`src/design/number_to_english_word_tokens_assert.svh`:
```
// Assertion macros for the number-to-words token block.
`ifndef NUMBER_TO_ENGLISH_WORD_TOKENS_ASSERT_SVH
`define NUMBER_TO_ENGLISH_WORD_TOKENS_ASSERT_SVH

// Same-cycle implication, checked outside reset.
`define NWT_ASSERT_NOW(label, ante, cons, msg) \
   label: assert property (@(posedge clock) disable iff (reset) (ante) |-> (cons)) \
      else $error(msg);

// Next-cycle implication, checked outside reset.
`define NWT_ASSERT_NEXT(label, ante, cons, msg) \
   label: assert property (@(posedge clock) disable iff (reset) (ante) |=> (cons)) \
      else $error(msg);

`endif

```
`src/design/nwt_pkg.sv`:
```
// Types, token codes and helper functions for the number-to-words block.
`default_nettype none

package nwt_pkg;

   localparam int NUM_W    = 31;
   localparam int CODE_W   = 5;
   localparam int DIGITS   = 10;
   localparam int BCD_W    = 4 * DIGITS;
   localparam int GROUPS   = 4;
   localparam int GSLOTS   = 5;
   localparam int SLOTS    = GROUPS * GSLOTS;
   localparam int DD_STAGES = 4;
   localparam int DD_STEPS = 8;

   typedef logic [NUM_W-1:0]  number_type;
   typedef logic [CODE_W-1:0] word_type;
   typedef logic [3:0]        digit_type;
   typedef logic [BCD_W-1:0]  bcd_type;

   localparam word_type CODE_ZERO      = 5'd0;
   localparam word_type CODE_TEN       = 5'd10;
   localparam word_type CODE_TENS_BASE = 5'd18;
   localparam word_type CODE_HUNDRED   = 5'd28;
   localparam word_type CODE_THOUSAND  = 5'd29;
   localparam word_type CODE_MILLION   = 5'd30;
   localparam word_type CODE_BILLION   = 5'd31;

   typedef struct packed {
      logic [GSLOTS-1:0][CODE_W-1:0] code;
      logic [GSLOTS-1:0]             vld;
   } group_slots_type;

   // One double-dabble step: add three to digits of five or more, shift in a bit.
   function automatic bcd_type dd_step(input bcd_type bcd, input logic bit_in);
      bcd_type adj;
      adj = bcd;
      for (int k = 0; k < DIGITS; k++) begin
         if (adj[4*k +: 4] >= 4'd5) begin
            adj[4*k +: 4] = adj[4*k +: 4] + 4'd3;
         end
      end
      return {adj[BCD_W-2:0], bit_in};
   endfunction

   // Word slots of one group: digit, Hundred, word, unit, scale.
   function automatic group_slots_type group_slots(input digit_type h, input digit_type t,
                                                   input digit_type u, input word_type scale,
                                                   input logic has_scale);
      group_slots_type g;
      g.code[0] = {1'b0, h};
      g.vld[0]  = (h != 4'd0);
      g.code[1] = CODE_HUNDRED;
      g.vld[1]  = (h != 4'd0);
      if (t == 4'd0) begin
         g.code[2] = {1'b0, u};
         g.vld[2]  = (u != 4'd0);
      end else if (t == 4'd1) begin
         g.code[2] = {1'b0, u} + CODE_TEN;
         g.vld[2]  = 1'b1;
      end else begin
         g.code[2] = {1'b0, t} + CODE_TENS_BASE;
         g.vld[2]  = 1'b1;
      end
      g.code[3] = {1'b0, u};
      g.vld[3]  = (t >= 4'd2) && (u != 4'd0);
      g.code[4] = scale;
      g.vld[4]  = has_scale && ((h | t | u) != 4'd0);
      return g;
   endfunction

endpackage

`default_nettype wire

```
`src/design/nwt_req_if.sv`:
```
// Request channel: valid/ready handshake carrying the number.
`default_nettype none

interface nwt_req_if
   import nwt_pkg::*;
();
   logic       valid;
   logic       ready;
   number_type number;

   modport source (output valid, output number, input ready);
   modport sink   (input valid, input number, output ready);
endinterface

`default_nettype wire

```
`src/design/nwt_rsp_if.sv`:
```
// Response channel: valid/ready handshake carrying one word token.
`default_nettype none

interface nwt_rsp_if
   import nwt_pkg::*;
();
   logic     valid;
   logic     ready;
   word_type word_code;
   logic     last_word;

   modport source (output valid, output word_code, output last_word, input ready);
   modport sink   (input valid, input word_code, input last_word, output ready);
endinterface

`default_nettype wire

```
`src/design/number_to_english_word_tokens.sv`:
```
// Number to English word tokens: pipelined BCD conversion and token serializer.
//
// Usage:
//   req_ch carries one 31-bit unsigned number per request (valid/ready).
//   rsp_ch returns the English reading as word token codes, one per request
//   on that channel, with last_word set on the final token of each number.
//   Codes: 0-19 Zero..Nineteen, 20-27 Twenty..Ninety, 28 Hundred,
//   29 Thousand, 30 Million, 31 Billion. Zero yields the single token Zero.
// Pipeline: an accepted number passes four double-dabble stages, one slot-building
//   stage, the serializer load and the response register before its first token is valid.
// Throughput: one token per cycle while rsp_ch.ready holds; a number yields 1 to 16
//   tokens, since the serializer feeds the single response register.
//   The serializer loads the next number in the cycle it hands over the last
//   token of the current one, so back-to-back numbers leave no gaps.
// Reset (synchronous, active high) empties the pipeline, the serializer and
//   the response register. A stalled receiver holds the response register;
//   the pipeline keeps filling until its five stages are full, then
//   req_ch.ready drops. Nothing is lost or repeated.
`default_nettype none

module number_to_english_word_tokens
   import nwt_pkg::*;
(
   input  wire logic clock,
   input  wire logic reset,
   nwt_req_if.sink   req_ch,
   nwt_rsp_if.source rsp_ch
);

   `include "number_to_english_word_tokens_assert.svh"

   // ---------------------------------------------------------------------
   // Stages 0..3: binary to BCD, eight shift steps per stage (seven last).
   // ---------------------------------------------------------------------
   logic    [DD_STAGES:0] v_ff;          // valid per stage, index 4 = slot stage
   logic    [DD_STAGES:0] adv;           // stage may load
   bcd_type               bcd_ff [DD_STAGES];
   number_type            bin_ff [DD_STAGES];
   bcd_type               bcd_in [DD_STAGES];
   number_type            bin_in [DD_STAGES];

   // Slot stage
   logic [SLOTS-1:0][CODE_W-1:0] slot_code_ff, slot_code_in;
   logic [SLOTS-1:0]             slot_mask_ff, slot_mask_in;

   // Serializer
   logic [SLOTS-1:0][CODE_W-1:0] ser_code_ff;
   logic [SLOTS-1:0]             ser_mask_ff, ser_mask_in;
   logic [SLOTS-1:0]             ser_sel, ser_rest;
   word_type                     ser_word;
   logic                         ser_emit, ser_take, ser_load;

   // Response register
   logic     rsp_valid_ff, rsp_valid_in;
   word_type rsp_word_ff;
   logic     rsp_last_ff;

   generate
      for (genvar s = 0; s < DD_STAGES; s++) begin : g_dd
         localparam int STEPS = (s == DD_STAGES - 1) ? NUM_W - DD_STEPS * (DD_STAGES - 1)
                                                     : DD_STEPS;
         bcd_type    bcd_src;
         number_type bin_src;

         // First stage starts from the raw number, later ones from the stage before.
         if (s == 0) begin : g_head
            assign bcd_src = '0;
            assign bin_src = req_ch.number;
         end else begin : g_tail
            assign bcd_src = bcd_ff[s-1];
            assign bin_src = bin_ff[s-1];
         end

         always_comb begin
            bcd_type    bcd;
            number_type bin;
            bcd = bcd_src;
            bin = bin_src;
            for (int j = 0; j < STEPS; j++) begin
               bcd = dd_step(bcd, bin[NUM_W-1]);
               bin = {bin[NUM_W-2:0], 1'b0};
            end
            bcd_in[s] = bcd;
            bin_in[s] = bin;
         end

         always_ff @(posedge clock) begin
            if (adv[s]) begin
               bcd_ff[s] <= bcd_in[s];
               bin_ff[s] <= bin_in[s];
            end
         end
      end
   endgenerate

   // ---------------------------------------------------------------------
   // Stage 4: word slots, five per group (billions, millions, thousands, units).
   // ---------------------------------------------------------------------
   always_comb begin
      group_slots_type g_bil, g_mil, g_tho, g_uni;
      bcd_type         b;
      b     = bcd_ff[DD_STAGES-1];
      // Billions group has one digit only: the number stays below 2^31.
      g_bil = group_slots(4'd0, 4'd0, b[39:36], CODE_BILLION, 1'b1);
      g_mil = group_slots(b[35:32], b[31:28], b[27:24], CODE_MILLION, 1'b1);
      g_tho = group_slots(b[23:20], b[19:16], b[15:12], CODE_THOUSAND, 1'b1);
      g_uni = group_slots(b[11:8], b[7:4], b[3:0], CODE_ZERO, 1'b0);
      slot_code_in = {g_uni.code, g_tho.code, g_mil.code, g_bil.code};
      slot_mask_in = {g_uni.vld, g_tho.vld, g_mil.vld, g_bil.vld};
      // Zero alone reads as the single word Zero.
      if (b == '0) begin
         slot_code_in[0] = CODE_ZERO;
         slot_mask_in[0] = 1'b1;
      end
   end

   always_ff @(posedge clock) begin
      if (adv[DD_STAGES]) begin
         slot_code_ff <= slot_code_in;
         slot_mask_ff <= slot_mask_in;
      end
   end

   // ---------------------------------------------------------------------
   // Serializer: pick the lowest pending slot each cycle the output frees up.
   // ---------------------------------------------------------------------
   always_comb begin
      ser_sel  = ser_mask_ff & (~ser_mask_ff + {{(SLOTS-1){1'b0}}, 1'b1});
      ser_rest = ser_mask_ff & ~ser_sel;
      ser_word = '0;
      for (int k = 0; k < SLOTS; k++) begin
         ser_word = ser_word | (ser_code_ff[k] & {CODE_W{ser_sel[k]}});
      end
      ser_emit = (ser_mask_ff != '0) && (!rsp_valid_ff || rsp_ch.ready);
      ser_take = (ser_mask_ff == '0) || (ser_emit && (ser_rest == '0));
      ser_load = v_ff[DD_STAGES] && ser_take;
      if (ser_load) begin
         ser_mask_in = slot_mask_ff;
      end else if (ser_emit) begin
         ser_mask_in = ser_rest;
      end else begin
         ser_mask_in = ser_mask_ff;
      end
   end

   always_ff @(posedge clock) begin
      if (ser_load) begin
         ser_code_ff <= slot_code_ff;
      end
   end

   // Stage handshake: a stage loads when empty or when its content moves on.
   always_comb begin
      adv[DD_STAGES] = !v_ff[DD_STAGES] || ser_take;
      for (int s = DD_STAGES - 1; s >= 0; s--) begin
         adv[s] = !v_ff[s] || adv[s+1];
      end
   end

   assign req_ch.ready = adv[0];

   always_ff @(posedge clock) begin
      if (reset) begin
         v_ff        <= '0;
         ser_mask_ff <= '0;
      end else begin
         if (adv[0]) begin
            v_ff[0] <= req_ch.valid;
         end
         for (int s = 1; s <= DD_STAGES; s++) begin
            if (adv[s]) begin
               v_ff[s] <= v_ff[s-1];
            end
         end
         ser_mask_ff <= ser_mask_in;
      end
   end

   // ---------------------------------------------------------------------
   // Response register
   // ---------------------------------------------------------------------
   always_comb begin
      if (ser_emit) begin
         rsp_valid_in = 1'b1;
      end else if (rsp_ch.ready) begin
         rsp_valid_in = 1'b0;
      end else begin
         rsp_valid_in = rsp_valid_ff;
      end
   end

   always_ff @(posedge clock) begin
      if (reset) begin
         rsp_valid_ff <= 1'b0;
      end else begin
         rsp_valid_ff <= rsp_valid_in;
      end
   end

   always_ff @(posedge clock) begin
      if (ser_emit) begin
         rsp_word_ff <= ser_word;
         rsp_last_ff <= (ser_rest == '0);
      end
   end

   assign rsp_ch.valid     = rsp_valid_ff;
   assign rsp_ch.word_code = rsp_word_ff;
   assign rsp_ch.last_word = rsp_last_ff;

   // ---------------------------------------------------------------------
   // Assertions
   // ---------------------------------------------------------------------
   // Every number reaching the slot stage has at least one word.
   `NWT_ASSERT_NOW(a_slot_nonempty, v_ff[DD_STAGES], slot_mask_ff != '0,
      "slot stage holds a request with no words")
   // The longest reading has sixteen words.
   `NWT_ASSERT_NOW(a_ser_max_words, 1'b1, $countones(ser_mask_ff) <= 16,
      "serializer holds more than sixteen words")
   // The serializer fills only from the slot stage.
   `NWT_ASSERT_NEXT(a_ser_fill_src, (ser_mask_ff == '0) && !v_ff[DD_STAGES],
      ser_mask_ff == '0, "serializer filled without a request from the slot stage")

endmodule

`default_nettype wire

```
`src/flat_wrapper.sv`:
```
// flat-port wrapper written by rule: the top's interface ports become plain ports
module number_to_english_word_tokens_flat import nwt_pkg::*;
  (clock, reset, req_ch_valid, req_ch_number, req_ch_ready, rsp_ch_valid, rsp_ch_word_code, rsp_ch_last_word, rsp_ch_ready);
  nwt_req_if req_ch_i ();
  nwt_rsp_if rsp_ch_i ();
  input  wire logic clock;
  input  wire logic reset;
  input wire logic [$bits(req_ch_i.valid)-1:0] req_ch_valid;
  input wire logic [$bits(req_ch_i.number)-1:0] req_ch_number;
  output wire logic [$bits(req_ch_i.ready)-1:0] req_ch_ready;
  output wire logic [$bits(rsp_ch_i.valid)-1:0] rsp_ch_valid;
  output wire logic [$bits(rsp_ch_i.word_code)-1:0] rsp_ch_word_code;
  output wire logic [$bits(rsp_ch_i.last_word)-1:0] rsp_ch_last_word;
  input wire logic [$bits(rsp_ch_i.ready)-1:0] rsp_ch_ready;
  assign req_ch_i.valid = req_ch_valid;
  assign req_ch_i.number = req_ch_number;
  assign req_ch_ready = req_ch_i.ready;
  assign rsp_ch_valid = rsp_ch_i.valid;
  assign rsp_ch_word_code = rsp_ch_i.word_code;
  assign rsp_ch_last_word = rsp_ch_i.last_word;
  assign rsp_ch_i.ready = rsp_ch_ready;
  number_to_english_word_tokens u_core (.clock(clock), .reset(reset), .req_ch(req_ch_i), .rsp_ch(rsp_ch_i));
endmodule
```
`config.mk`:
```
export PLATFORM = sky130hd
export DESIGN_NAME = number_to_english_word_tokens_flat
export DESIGN_NICKNAME = d
export VERILOG_FILES = /design/src/design/nwt_pkg.sv /design/src/design/nwt_req_if.sv /design/src/design/nwt_rsp_if.sv /design/src/design/number_to_english_word_tokens.sv /design/src/flat_wrapper.sv
export VERILOG_INCLUDE_DIRS = /design/src /design/src/design
export SDC_FILE = /design/constraint.sdc
export NUM_CORES = 1
export LEC_CHECK = 0
export BUFFER_PORTS_ARGS = -buffer_cell sky130_fd_sc_hd__buf_4
export CAP_MARGIN = 20
export CORE_AREA = 5 5 304 276
export DETAILED_ROUTE_END_ITERATION = 12
export DIE_AREA = 0 0 309 281
export PLACE_DENSITY = 0.56
export SLEW_MARGIN = 30
export SYNTH_ARGS = -nofsm -noshare
export SYNTH_HDL_FRONTEND = slang
export SYNTH_SLANG_ARGS = --single-unit
```
`constraint.sdc`:
```
create_clock -name clock -period 8.9 [get_ports clock]
set_clock_uncertainty 0.1 [all_clocks]
set_input_delay 1.335 -clock clock [delete_from_list [all_inputs] [get_ports clock]]
set_output_delay 1.335 -clock clock [all_outputs]
set_load 0.01 [all_outputs]
```
==> summary.md <==
| Metric | Value |
|---|---|
| Status | finished, final reports clean |
| RSZ-0062 raised after global routing | false |
| Clock root cell | clkbuf_16 |
| Dpl cells | 4,028 |
| Worst Setup Path Type | flop to flop |
| Largest net degree at the start of global routing | 58 |
| Crit path max fanout | 7 |
| Synth top area share | between 20 and 30% |
| Critical Path RT | 9.09 ns |
| CTS sink count | 278 |
| First-pass GRT wire length | roughly 90,000 µm |
| Worst hold path depth | 0 |
| Final Cycle Share | 90.5% |
| Nets | 3,253 |
| Yosys reg bits | roughly 280 |
| Dominant synthesized flop cell | edfxtp_1 |
| Final slew viol count | 0 |
| Final hold violation count | 0 |
| Avg Synthesized Cell Area | 8.80 µm² |
| R2R setup slack | 0.85 ns |
| CP max stage cell | edfxtp_1 |
| TNS Setup | 0 ns |
| CTS Buf Count | 35 |
| Chip Height | 281 µm |
| Distinct cells, synth | 113 |
| Top Family by Delay on Critical Path | compound AO/OA/AOI/OAI gates |
| Initial antenna violation count | 2 |
| DR iter-0 viols | about 1,100 |
| Worst setup EP type | flop |
| Share of flip-flops with an asynchronous set or reset | 0% |
| Antenna diodes | 0 |
| Syn Inst Count | 2,981 |
| Die Width | between 300 and 400 µm |
| R2r endpoint | u_core.bcd_ff[3][30] |
| CTS clk-pin slew, worst paths | 0.06 ns |
| R2R Path Start | u_core.bcd_ff[2][28] |
| Router iterations before antenna repair | 5 |
| Total wire length | 52,900 µm |
| Starting Density | around 33% |
| Fmax | 124 MHz |
| Area contributors post-synth | edfxtp_1, ha_1, mux2i_1 |
| IO Port Bufs | 42 |
| Hold-fix buffers, CTS | 0 |
| DR WL/cell | 12.9 µm |
| Setup Fix Bufs, Post-CTS | 0 |
| Most used cell along the critical path | ha_1 |
| Synthesized cell area | 26,200 µm² |
| Slew @ Worst Pin | 0.855 ns |
| Worst R2R Path Depth | 39 |
| Syn Nets | 3,229 |
| TritonCTS clock tree | yes |
| Layout area overhead | 10.0% |
| # H-tree levels | 2 |
| Final non-filler cell total | 4,091 |
| Crit path buf inv count | 7 |
| Area leader, netlist | edfxtp_1 |
| Clk_lat worst skew | approximately 0.57 ns |
| Number of global-route vias before repair | 19,100 |
| Longest Clk Path Bufs | 3 |
| Core Rows | 99 |
| Vias per inst | 5.11 |
| Worst hold path type | flop to flop |
| Die area | 86,800 µm² |
| Via count | roughly 21,000 |
| Sequential share of the synthesized area | 30.8% |
| Met1 usage | roughly 17% |
| Gr usage total | 11.9% |
| Syn. warnings | 0 |
| Critical path depth in cells | 39 |
| Post-detailed-route count of antenna-violating nets | 0 |
| CP startpoint kind | flop |
| CP max stage delay | 0.44 ns |
| Slew margin rel. | 42.6% |
| Data arrival time of the critical path | 8.24 ns |
| Fraction of layout cells with a size suffix above 1 | 9.07% |
| Setup crit end | u_core.bcd_ff[3][30] |
| Resized Gates After CTS | 0 |
| Worst Setup SP | u_core.bcd_ff[2][28] |
| Setup Viol. Count Final | 0 |
| Post-synth EDFFs | 252 |
| Core Area | about 80,000 µm² |
| Fillcell total | 8,193 |
| Residual DRC | 0 |
| Global route total overflow | 0 |
| GR Layer Usage met3 | 1.81% |
| Max_cap viols | 0 |
| Minimum clock period after layout | 8.05 ns |
| # IOs | 43 |
| Routability Congestion | between 0.7 and 0.8 |
| Top Usage Layer GRT | met2 |
| GR Util met2 | just under 20% |
| Hpwl dp | 39,900 µm |
==> Yosys cell counts, types with 45 or more instances <==
cell / instances
nor3_1: 62
xnor2_1: 96
clkbuf_1: 45
mux2i_1: 143
nand3_1: 55
nor2_1: 244
edfxtp_1: 252
nand2_1: 196
nand2b_1: 87
ha_1: 213
nor2b_1: 66
inv_1: 236
o21ai_0: 192
mux2_2: 52
a21oi_1: 240
==> logic make-up after synthesis <==
kind of cell,share of synthesized area [%]
compound gates,23.7
simple gates,17.7
buf+inv,4.50
flops,30.8
fa+ha+maj,10.4
mux,8.17
xor+xnor,4.70
==> worst min path at each step <==
stage | startpoint | to | slack, ns
global route | u_core.slot_code_ff[64] | u_core.ser_code_ff[64] | 0.32
global placement | u_core.slot_code_ff[10] | u_core.ser_code_ff[10] | 0.30
floorplan | u_core.bin_ff[0][16] | u_core.bcd_ff[1][0] | 0.30
detailed placement | u_core.bin_ff[0][16] | u_core.bcd_ff[1][0] | 0.31
CTS | u_core.slot_code_ff[36] | u_core.ser_code_ff[36] | 0.31
finish | u_core.slot_code_ff[36] | u_core.ser_code_ff[36] | 0.31
==> registers in the layout, summed over array words and instances, names as in the netlist <==
signal / count
u_core.v_ff: 5
u_core.bin_ff: 45
u_core.bcd_ff: 102
u_core.rsp_ch.valid: 1
u_core.slot_mask_ff: 13
u_core.slot_code_ff: 43
u_core.ser_code_ff: 43
u_core.rsp_ch.last_word: 1
u_core.rsp_ch.word_code: 5
u_core.ser_mask_ff: 20
==> layout by cell type (no fill, tap or decap), drive strengths merged, types with 25 or more instances in the layout <==
master and count:
nand2b 87, mux2i 147, a21boi 25, nor2b 66
or3 25, o22ai 27, a21o 35, clkbuf 40
edfxtp 252, nand2 198, a21oi 245, inv 245
o21ai 214, and2 45, ha 213, o21a 34
nor2 246, xnor2 102, mux2 57, a31oi 34
nand3 55, a211oi 42, o211ai 43, dfxtp 26
xor2 32, or2 25, nor3 62, buf 51
==> through the flow <==
| step | utilization [%] | worst slack, ns | hold slack, ns | area [µm²] |
|---|---|---|---|---|
| detailed placement | 34.4 | 0.747 | 0.306 | 27700 |
| floorplan | - | 1.63 | 0.300 | 26200 |
| CTS | 35.9 | 0.625 | 0.312 | 28900 |
| global route | 35.9 | 0.109 | 0.317 | 28900 |
| finish | 35.9 | 0.846 | 0.310 | 28900 |
| global placement | 34.4 | 0.915 | 0.300 | 27700 |
==> metal layers <==
| metal | up-vias | wire length (µm) |
|---|---|---|
| met5 | - | 0 |
| met4 | 0 | 705 |
| met3 | 47 | 1650 |
| met2 | 203 | 23000 |
| met1 | 9560 | 27600 |
| li1 | 11100 | - |
==> area by class of cell <==
| cell class | instances | area [µm²] | area share (%) |
|---|---|---|---|
| Multi-Input combinational cell | 2398 | 17000 | 58.9 |
| Sequential cell | 278 | 8090 | 28.0 |
| Tap cell | 1060 | 1330 | 4.59 |
| Clock buffer | 40 | 915 | 3.17 |
| Inverter | 241 | 905 | 3.13 |
| Timing Repair Buffer | 51 | 383 | 1.33 |
| Clock inverter | 23 | 263 | 0.910 |
Power is left out: the tool's default activity adds up to more than one toggle a clock period on the data nets, which glitch-free logic cannot reach.
